==> src/rtl/nls_pkg.sv <==
// Shared types, character codes and helper functions for the number literal scanner.
package nls_pkg;

  // Longest literal in characters; the counters are 8 bits wide.
  localparam int unsigned MAX_CHARS = 255;
  localparam int unsigned CHAR_LIMIT_INT = (MAX_CHARS < 255) ? MAX_CHARS : 255;
  localparam logic [7:0] CHAR_LIMIT = CHAR_LIMIT_INT[7:0];

  localparam logic [7:0] CH_PLUS  = 8'h2B;
  localparam logic [7:0] CH_MINUS = 8'h2D;
  localparam logic [7:0] CH_ZERO  = 8'h30;
  localparam logic [7:0] CH_NINE  = 8'h39;
  localparam logic [7:0] CH_POINT = 8'h2E;
  localparam logic [7:0] CH_LOW_E = 8'h65;
  localparam logic [7:0] CH_UP_E  = 8'h45;
  localparam logic [7:0] CH_CARET = 8'h5E;

  typedef enum logic [2:0] {
    PH_START,
    PH_INT,
    PH_FRAC,
    PH_EXPSYM,
    PH_EXPDIG
  } phase_t;

  typedef struct packed {
    logic [7:0] char_byte;
    logic       end_marker;
  } in_word_t;

  typedef struct packed {
    logic       valid_res;
    logic       sign_length;
    logic [7:0] integral_length;
    logic [7:0] integral_zero_run;
    logic       point_length;
    logic [7:0] fraction_length;
    logic [7:0] fraction_zero_tail;
    logic       power_symbol_length;
    logic       power_sign_length;
    logic [7:0] power_digits_length;
    logic [7:0] power_zero_run;
  } out_word_t;

  typedef struct packed {
    phase_t     phase;
    logic       failed;
    logic       zero_run_open;
    logic [7:0] char_count;
    logic       sign_seen;
    logic [7:0] int_digits;
    logic [7:0] int_zeroes;
    logic       point_seen;
    logic [7:0] frac_digits;
    logic [7:0] frac_tail;
    logic       exp_symbol;
    logic       exp_sign;
    logic [7:0] exp_digits;
    logic [7:0] exp_zeroes;
  } scan_state_t;

  localparam scan_state_t SCAN_RESET = '{
    phase:         PH_START,
    failed:        1'b0,
    zero_run_open: 1'b1,
    char_count:    8'd0,
    sign_seen:     1'b0,
    int_digits:    8'd0,
    int_zeroes:    8'd0,
    point_seen:    1'b0,
    frac_digits:   8'd0,
    frac_tail:     8'd0,
    exp_symbol:    1'b0,
    exp_sign:      1'b0,
    exp_digits:    8'd0,
    exp_zeroes:    8'd0
  };

  function automatic logic is_digit(input logic [7:0] c);
    return (c >= CH_ZERO) && (c <= CH_NINE);
  endfunction

  function automatic logic is_sign(input logic [7:0] c);
    return (c == CH_PLUS) || (c == CH_MINUS);
  endfunction

  function automatic logic is_power(input logic [7:0] c);
    return (c == CH_LOW_E) || (c == CH_UP_E) || (c == CH_CARET);
  endfunction

endpackage

==> src/rtl/nls_core.sv <==
// Scanner state register and per-character update logic for the number literal scanner.
module nls_core (
  input  logic               clk,
  input  logic               rst,
  input  logic               step,
  input  nls_pkg::in_word_t  word,
  output nls_pkg::out_word_t res
);

  nls_pkg::scan_state_t st;
  nls_pkg::scan_state_t st_next;

  always_ff @(posedge clk) begin
    if (rst) begin
      st <= nls_pkg::SCAN_RESET;
    end else if (step) begin
      st <= st_next;
    end
  end

  // One character update; the start and exponent-symbol phases fall through
  // into the following phase when the character is not a sign.
  always_comb begin
    nls_pkg::phase_t ph;
    logic [7:0]      c;
    logic            done;
    st_next = st;
    ph      = st.phase;
    c       = word.char_byte;
    done    = 1'b0;
    if (word.end_marker) begin
      st_next = nls_pkg::SCAN_RESET;
    end else if (!st.failed) begin
      if (st.char_count >= nls_pkg::CHAR_LIMIT) begin
        st_next.failed = 1'b1;
      end else begin
        st_next.char_count = st.char_count + 8'd1;
        if (ph == nls_pkg::PH_START) begin
          ph = nls_pkg::PH_INT;
          st_next.phase = nls_pkg::PH_INT;
          if (nls_pkg::is_sign(c)) begin
            st_next.sign_seen = 1'b1;
            done = 1'b1;
          end
        end
        if (!done && ph == nls_pkg::PH_INT) begin
          done = 1'b1;
          if (nls_pkg::is_digit(c)) begin
            st_next.int_digits = st.int_digits + 8'd1;
            if (st.zero_run_open && c == nls_pkg::CH_ZERO) begin
              st_next.int_zeroes = st.int_zeroes + 8'd1;
            end else begin
              st_next.zero_run_open = 1'b0;
            end
          end else if (c == nls_pkg::CH_POINT) begin
            st_next.point_seen = 1'b1;
            st_next.phase = nls_pkg::PH_FRAC;
          end else if (nls_pkg::is_power(c)) begin
            st_next.exp_symbol = 1'b1;
            st_next.zero_run_open = 1'b1;
            st_next.phase = nls_pkg::PH_EXPSYM;
          end else begin
            st_next.failed = 1'b1;
          end
        end else if (!done && ph == nls_pkg::PH_FRAC) begin
          done = 1'b1;
          if (nls_pkg::is_digit(c)) begin
            st_next.frac_digits = st.frac_digits + 8'd1;
            if (c == nls_pkg::CH_ZERO) begin
              st_next.frac_tail = st.frac_tail + 8'd1;
            end else begin
              st_next.frac_tail = 8'd0;
            end
          end else if (nls_pkg::is_power(c)) begin
            st_next.exp_symbol = 1'b1;
            st_next.zero_run_open = 1'b1;
            st_next.phase = nls_pkg::PH_EXPSYM;
          end else begin
            st_next.failed = 1'b1;
          end
        end
        if (!done && ph == nls_pkg::PH_EXPSYM) begin
          ph = nls_pkg::PH_EXPDIG;
          st_next.phase = nls_pkg::PH_EXPDIG;
          if (nls_pkg::is_sign(c)) begin
            st_next.exp_sign = 1'b1;
            done = 1'b1;
          end
        end
        if (!done) begin
          if (ph == nls_pkg::PH_EXPDIG && nls_pkg::is_digit(c)) begin
            st_next.exp_digits = st.exp_digits + 8'd1;
            if (st.zero_run_open && c == nls_pkg::CH_ZERO) begin
              st_next.exp_zeroes = st.exp_zeroes + 8'd1;
            end else begin
              st_next.zero_run_open = 1'b0;
            end
          end else begin
            st_next.failed = 1'b1;
          end
        end
      end
    end
  end

  // Result as it would be reported if the end marker arrived now.
  always_comb begin
    logic ok;
    ok = 1'b0;
    if (st.failed || st.char_count == 8'd0) begin
      ok = 1'b0;
    end else begin
      case (st.phase)
        nls_pkg::PH_START,
        nls_pkg::PH_INT:    ok = (st.int_digits != 8'd0);
        nls_pkg::PH_FRAC:   ok = (st.int_digits != 8'd0) || (st.frac_digits != 8'd0);
        nls_pkg::PH_EXPDIG: ok = (st.exp_digits != 8'd0);
        default:            ok = 1'b0;
      endcase
    end
    res.valid_res           = ok;
    res.sign_length         = st.sign_seen;
    res.integral_length     = st.int_digits;
    res.integral_zero_run   = st.int_zeroes;
    res.point_length        = st.point_seen;
    res.fraction_length     = st.frac_digits;
    res.fraction_zero_tail  = st.frac_tail;
    res.power_symbol_length = st.exp_symbol;
    res.power_sign_length   = st.exp_sign;
    res.power_digits_length = st.exp_digits;
    res.power_zero_run      = st.exp_zeroes;
  end

`ifndef SYNTHESIS
  // An end marker returns the scanner to its start state.
  a_end_clears: assert property (@(posedge clk) disable iff (rst)
    step && word.end_marker |=> st.char_count == 8'd0 && st.phase == nls_pkg::PH_START)
    else $error("scanner state not cleared after end marker");

  // Zero runs never outgrow the digit counts they belong to.
  a_zero_runs: assert property (@(posedge clk) disable iff (rst)
    st.int_zeroes <= st.int_digits && st.frac_tail <= st.frac_digits &&
    st.exp_zeroes <= st.exp_digits)
    else $error("zero run longer than its digit span");

  // While the literal is still well formed, every character taken belongs to one span.
  a_span_sum: assert property (@(posedge clk) disable iff (rst)
    !st.failed |->
    ({2'b00, st.int_digits} + {2'b00, st.frac_digits} + {2'b00, st.exp_digits} +
     {9'd0, st.sign_seen} + {9'd0, st.point_seen} + {9'd0, st.exp_symbol} +
     {9'd0, st.exp_sign}) == {2'b00, st.char_count})
    else $error("span lengths do not add up to character count");

  // Once failed, the literal stays failed until its end marker.
  a_fail_sticks: assert property (@(posedge clk) disable iff (rst)
    st.failed && !(step && word.end_marker) |=> st.failed)
    else $error("failed flag dropped inside a literal");
`endif

endmodule

==> src/rtl/number_literal_scanner_unit.sv <==
// Top level of the number literal scanner: input register, scanner core and result register.
// Throughput: one word per cycle in steady state, end markers included, unless a finished
// result is stuck in the result register. Each word is held in the input register until the
// core takes it and folds it into the scanner state; an end marker loads the result register
// and raises out_valid on that same edge. Reset (rst, synchronous, active high) empties both
// registers and clears the scanner.
module number_literal_scanner_unit (
  input  logic               clk,
  input  logic               rst,
  input  logic               in_valid,
  output logic               in_stall,
  input  nls_pkg::in_word_t  in_word,
  output logic               out_valid,
  input  logic               out_stall,
  output nls_pkg::out_word_t out_word
);

  // Input register: holds one accepted word until the core takes it.
  logic              hold_valid;
  nls_pkg::in_word_t hold_word;

  // The core may take the held word unless a finished result is stuck in the
  // result register; only then does the input side stall.
  logic advance;
  logic step;

  nls_pkg::out_word_t res;

  assign advance  = !(out_valid && out_stall);
  assign step     = hold_valid && advance;
  assign in_stall = hold_valid && !advance;

  always_ff @(posedge clk) begin
    if (rst) begin
      hold_valid <= 1'b0;
    end else if (!in_stall) begin
      hold_valid <= in_valid;
    end
  end

  always_ff @(posedge clk) begin
    if (in_valid && !in_stall) begin
      hold_word <= in_word;
    end
  end

  nls_core u_core (
    .clk  (clk),
    .rst  (rst),
    .step (step),
    .word (hold_word),
    .res  (res)
  );

  // Result register. A new result only loads when the previous one has been
  // taken or is being taken this cycle, because step implies advance.
  always_ff @(posedge clk) begin
    if (rst) begin
      out_valid <= 1'b0;
    end else if (step && hold_word.end_marker) begin
      out_valid <= 1'b1;
    end else if (!out_stall) begin
      out_valid <= 1'b0;
    end
  end

  always_ff @(posedge clk) begin
    if (step && hold_word.end_marker) begin
      out_word <= res;
    end
  end

endmodule

==> config.mk <==
export PLATFORM = sky130hd
export DESIGN_NAME = number_literal_scanner_unit
export DESIGN_NICKNAME = d
export VERILOG_FILES = /design/src/rtl/nls_pkg.sv /design/src/rtl/nls_core.sv /design/src/rtl/number_literal_scanner_unit.sv
export SDC_FILE = /design/constraint.sdc
export NUM_CORES = 1
export LEC_CHECK = 0
export BUFFER_PORTS_ARGS = -buffer_cell sky130_fd_sc_hd__buf_2
export CAP_MARGIN = 15
export CORE_UTILIZATION = 62
export DETAILED_ROUTE_END_ITERATION = 16
export HOLD_SLACK_MARGIN = 0.05
export PLACE_DENSITY = 0.86
export SLEW_MARGIN = 10
export SYNTH_ARGS = -nofsm -noshare
export SYNTH_HDL_FRONTEND = slang
export SYNTH_SLANG_ARGS = --single-unit
==> constraint.sdc <==
create_clock -name clk -period 4.5 [get_ports clk]
set_clock_uncertainty 0.2 [all_clocks]
set_input_delay 0 -clock clk [delete_from_list [all_inputs] [get_ports clk]]
set_output_delay 0 -clock clk [all_outputs]
set_load 0.03 [all_outputs]
### After elaboration in Yosys (flattened, before gate mapping)

Cells that the tools add are included.

| cells by class | value |
|---|---|
| equality and inequality tests | 21 |
| shift operators | 0 |
| muxes and demuxes | 67 |
| order comparisons | 3 |
| $add $sub $neg | 7 |
| bitwise operators | 0 |
| reduce and logical (&&, ||, !) cells | 46 |
| div/mod/pow operators | 0 |
| multiply operators | 0 |

Operators by type and width:

| kind | number |
|---|---|
| $mux W65 | 2 |
| $mux W16 | 5 |
| $mux W61 | 1 |
| $add A8 B1 Y8 const B | 7 |
| $mux W3 | 12 |
| $mux W1 | 35 |
| $mux W17 | 2 |
| $eq A8 B6 Y1 const B | 4 |
| $reduce_and A6 Y1 | 5 |
| $eq A8 B7 Y1 const B | 3 |
| $mux W8 | 3 |
| $reduce_bool A8 Y1 | 3 |
| $reduce_and A5 Y1 | 4 |
| $reduce_bool A2 Y1 | 9 |
| $mux W5 | 3 |
| $logic_and A1 B1 Y1 | 11 |
| $ne A2 B2 Y1 const B | 5 |
| $eq A3 B2 Y1 const B | 3 |
| $ge A8 B6 Y1 const B | 1 |
| $ge A8 B8 Y1 const B | 1 |
| $le A8 B6 Y1 const B | 1 |
| $logic_not A8 Y1 | 1 |
| $eq A3 B1 Y1 const B | 2 |
| $eq A3 B3 Y1 const B | 2 |
| 11 further kinds | 19 |

| storage, ports and cells | value |
|---|---|
| bits of input ports | 13 |
| RAM bits | 0 |
| memories | 0 |
| output and inout port bits | 55 |
| word-level logic and storage cells | 173 |
| latch bits | 0 |
| bits in read-only memories | 0 |
| flip-flop bits (word level) | 129 |

### Longest topological paths before layout

| logic depth | value |
|---|---|
| depth in word-level cells | 27 |
| depth in mapped cells | 7 |
| depth with buffers taken out | 7 |

### Cells and area by module

From an unflattened synthesis, not the netlist that was laid out.

| second synthesis, totals | value |
|---|---|
| cell total of the unflattened synthesis | 549 |
| area total of the unflattened synthesis | 5886.9 um^2 |

Modules (own cells, without submodules):

| module | sequential area each (um^2) | instances | cells an instance | area each (um^2) |
|---|---|---|---|---|
| nls_core | 1301.2 | 1 | 475 | 3931.3 |
| number_literal_scanner_unit | 1901.8 | 1 | 74 | 1955.6 |

### Worst setup path before layout

No wires, ideal clock.

| timing path | value |
|---|---|
| kind | register to register |
| start | register out_valid |
| end | register out_word[0] (netlist bit), enable pin |
| period minus slack after synthesis | 2604 ps |
| data arrival time | 1997 ps |
| library setup time | 407 ps |
| data required time | 3893 ps |
| path buffers | 1 |
| cell stages (with the launch flop) | 5 |
| path slack | 1896 ps |
| path through | dfxtp_1 -> a21boi_1 -> buf_2 -> nand2_1 -> inv_1 |

| on the way | value |
|---|---|
| longest elaborated chain between the ends | 4 |

RTL lines:

| what | RTL line | source |
|---|---|---|
| start, declared | number_literal_scanner_unit.sv:13 | `output logic out_valid,` |
| start signal, assigned | number_literal_scanner_unit.sv:59 | `out_valid <= 1'b0;` |
| start signal, assigned | number_literal_scanner_unit.sv:61 | `out_valid <= 1'b1;` |
| start signal, assigned | number_literal_scanner_unit.sv:63 | `out_valid <= 1'b0;` |
| $logic_and A1 B1 Y1 | number_literal_scanner_unit.sv:29 | `assign advance = !(out_valid && out_stall);` |
| $logic_not A1 Y1 | number_literal_scanner_unit.sv:29 |  |
| $logic_and A1 B1 Y1 | number_literal_scanner_unit.sv:30 | `assign step = hold_valid && advance;` |
| $logic_and A1 B1 Y1 | number_literal_scanner_unit.sv:68 | `if (step && hold_word.end_marker) begin` |
| end signal, assigned | number_literal_scanner_unit.sv:69 | `out_word <= res;` |
| end, declared | number_literal_scanner_unit.sv:15 | `output nls_pkg::out_word_t out_word` |

No other way between the ends.
A chain may end at the register's enable or synchronous reset.

### Final worst setup path

| timing path | value |
|---|---|
| start | register hold_word[0] (netlist bit) |
| end | register u_core.st (netlist bit u_core.res[23]) |

| on the way | value |
|---|---|
| longest elaborated chain between the ends | 2 |
| elaborated cells on any way between the ends | 7 |
| those cells by class | eq/ne: 3; mux: 1; reduce/logical: 3 |

RTL lines:

| what | RTL line | source |
|---|---|---|
| start, declared | number_literal_scanner_unit.sv:20 | `nls_pkg::in_word_t hold_word;` |
| start signal, assigned | number_literal_scanner_unit.sv:43 | `hold_word <= in_word;` |
| $ne A2 B2 Y1 (no line) or $reduce_bool A2 Y1 (tied branches) | - |  |
| $reduce_and A6 Y1 (no line) | - |  |
| end signal, assigned | nls_core.sv:15 | `st <= nls_pkg::SCAN_RESET;` |
| end signal, assigned | nls_core.sv:17 | `st <= st_next;` |
| end, declared | nls_core.sv:10 | `nls_pkg::scan_state_t st;` |

Several ways; a longest one is shown, not always the timed one.

==> impl_metrics.py <==
metrics = {
    "power": {
        "powerDensity_nw_per_um2": 404,
        "vdd_drop_max_uv": 277,
        "pwr-share-seq_pct": 46.0,
        "power.switching_uw": 610,
        "p_clk_share_pct": 49.2,
        "p_leak_uw": 0.00257,
        "netSwitchingFraction_pct": 22.3,
        "internal-power_uw": 2130,
        "total_power_uw": 2740,
        "p_comb_share_pct": 4.8,
    },
    "clock_network": {
        "clock_latency_ns": 0.52,
        "clockBufferDepth": 2,
        "clock_sinks": 129,
        "cts_resized": 0,
        "cts_tree": "built",
        "cts_hold_buf": 24,
        "h-tree-depth": 4,
        "cts_setup_buffers": 0,
        "cts_buffers": 17,
        "cts_root_buf": "clkbuf_8",
        "path_clk_slew_ns": 0.06,
    },
    "finish": {
        "final_cell_mix": "dfxtp_1, buf_2, edfxtp_1",
        "drive_above_1_share_pct": 18.2,
        "design_area_um2": 6780,
        "fin_nets": 629,
        "fillCellCount": 532,
        "area_growth_pct": 22.1,
        "antennaDiodeCount": 0,
    },
    "route": {
        "drtIter0Drc": 346,
        "wl_per_cell_um": 17.6,
        "wl_mm": 12.7,
        "drc": 0,
        "firstDrtPassIters": 5,
        "dr_total_vias": 4486,
        "via_per_inst": 6.19,
        "antenna_left": 0,
    },
    "synthesis": {
        "synth_area_per_cell_um2": 10.8,
        "synth-seq-area-share_pct": 57.7,
        "ys_seq_elements": 129,
        "synth_area_um2": 5550,
        "synth_ff_type": "dfxtp_1",
        "async_reset_ff_share_pct": 0,
        "ys.warnings.count": 0,
        "syn_nets": 540,
        "yosys.area.top_type": "edfxtp_1",
        "synth_area_leaders": "edfxtp_1, dfxtp_1, a21oi_1, nor2_1, xnor2_1",
        "yosysUniqueCellTypes": 65,
        "synth_top_cell_area_share_pct": 33.5,
        "synth-edff-count": 62,
        "syn_inst": 516,
    },
    "sta": {
        "worst_pin_slew_ns": 1.10,
        "fmax_ghz": 0.345,
        "maxSlewViolCount": 0,
        "post-route-period-util_pct": 64.4,
        "whs_ns": 0.243,
        "setup_tns_ns": 0,
        "setup_viol": 0,
        "relSlewSlack_pct": 26.8,
        "finalCriticalPeriod_ns": 2.90,
        "report.final.hold_viol_count": 0,
        "rsz0062_at_grt": "no",
    },
    "place": {
        "place_area_um2": 5930,
        "dpl.hpwl_mm": 7.68,
        "gp_routability_congestion": 0.904,
        "port-buffer-count": 67,
    },
    "global_route": {
        "grt-ovfl-total": 0,
        "grtUsageTotal_pct": 27.6,
        "grt_pass1_wl_mm": 20.5,
        "grt_pass1_vias": 4329,
        "grt_max_degree": 54,
        "antenna_found_initial": 0,
    },
    "worst_setup_path": {
        "r2r_setup_slack_ns": 1.60,
        "arrival_ns": 3.13,
        "ff2ff_path_depth": 5,
        "rr_startpoint": "hold_word[0]",
        "critPathLaunchType": "flip-flop",
        "critPathKind": "flip-flop to flip-flop",
        "timing.rr.end": "u_core.res[23]",
        "worst_ep_required_time_ns": 4.74,
        "crit_path_end_kind": "flip-flop",
        "path_max_fanout": 18,
    },
    "worst_hold_path": {
        "min-delay-start": "u_core.res[51]",
        "hp-class": "flip-flop to flip-flop",
        "min_path_cells": 0,
        "whs_endpoint": "out_word[51]",
    },
    "die": {
        "initial_core_util_pct": 64.0,
        "core_um2": 8680,
        "dieArea_um2": 9330,
        "ios": 68,
        "num_rows": 34,
        "dieHeight_um": 96.6,
        "die_w_um": 96.6,
    },
    "status": {
        "status": "finished, final reports clean",
    },
    "flow_run": {
        "drv_cap": 0,
    },
}
[registers in the layout, indices dropped and copies added, names as in the netlist]
signal      flops
out_word       53
u_core.res     52
u_core.st      13
hold_word       9
hold_valid      1
out_valid       1
[cell usage after synthesis (5+ instances only)]
master	n
a21oi_1	40
nand2_1	37
nor4b_1	5
or3_1	9
o21ai_0	21
nand4_1	13
nand2b_1	5
ha_1	11
dfxtp_1	67
nand3_1	25
nor3_1	18
xnor2_1	16
or4_1	8
inv_1	16
a31oi_1	6
nor2_1	40
buf_2	5
clkbuf_1	11
o31ai_1	6
edfxtp_1	62
buf_1	6
nor4_1	7
and3_1	10
nor2b_1	5
o211ai_1	6
[area by class of cell]
| cell class | instances | area [um2] | area share (%) |
|---|---|---|---|
| flip-flops and latches | 129 | 3200 | 47.3 |
| multi-input cells | 347 | 2180 | 32.2 |
| repair buffers | 94 | 618 | 9.12 |
| clock buffers | 17 | 414 | 6.11 |
| clock inverters | 14 | 165 | 2.44 |
| well taps | 108 | 135 | 1.99 |
| inverters | 16 | 60.1 | 0.886 |
[cell families (layout without fill, tap and decap cells)]
kind of cell,after synthesis,count (layout),share of synthesized area (%)
xor gates and xnor gates,19,19,3.00
buffers and inverters,40,141,2.98
DFF,129,129,57.7
adders and majority gates,11,11,2.48
AOI/OAI and AO/OA,107,107,12.6
muxes,2,2,0.383
and+or+nand+nor,208,208,20.8
[how the worst max path moves through the flow]
stage / startpoint / slack, ns / to
detailed placement: hold_word[0] / 1.67 / u_core.res[22]
global route: hold_word[7] / 1.51 / u_core.res[35]
floorplan: out_valid / 1.90 / out_word[0]
CTS: hold_word[0] / 1.63 / u_core.res[23]
finish: hold_word[0] / 1.60 / u_core.res[23]
global placement: hold_word[0] / 1.74 / u_core.res[22]
[through the flow]
| stage | std cells | utilization (%) | setup WS, ns |
|---|---|---|---|
| floorplan | 516 | - | 1.90 |
| global placement | 669 | 68.3 | 1.74 |
| detailed placement | 669 | 68.3 | 1.67 |
| CTS | 724 | 77.8 | 1.63 |
| global route | 725 | 78.1 | 1.51 |
| finish | 725 | 78.1 | 1.60 |
[power by group through the flow]
stage	combinational, uW	sequential [uW]	clock [uW]
final	131	1260	1350
after global routing	141	1260	1400
after CTS	126	1260	1340
after detailed placement	109	1280	0
after global placement	106	1280	0
after floorplan	69.3	1290	0
[metal layers]
layer  wire length, um  GRT usage, %
met1              5260          32.7
met2              6480          47.5
met5                 0             0
met4               344          13.4
met3               664          6.14
[worst max-delay path: stages, from the launching register on]
cell	delay (ns)
edfxtp_1	0.65
nor2_1	0.66
nand2_1	0.16
or4_4	0.57
or3b_1	0.38
a21oi_1	0.18
Power figures use the tool's default switching activity.
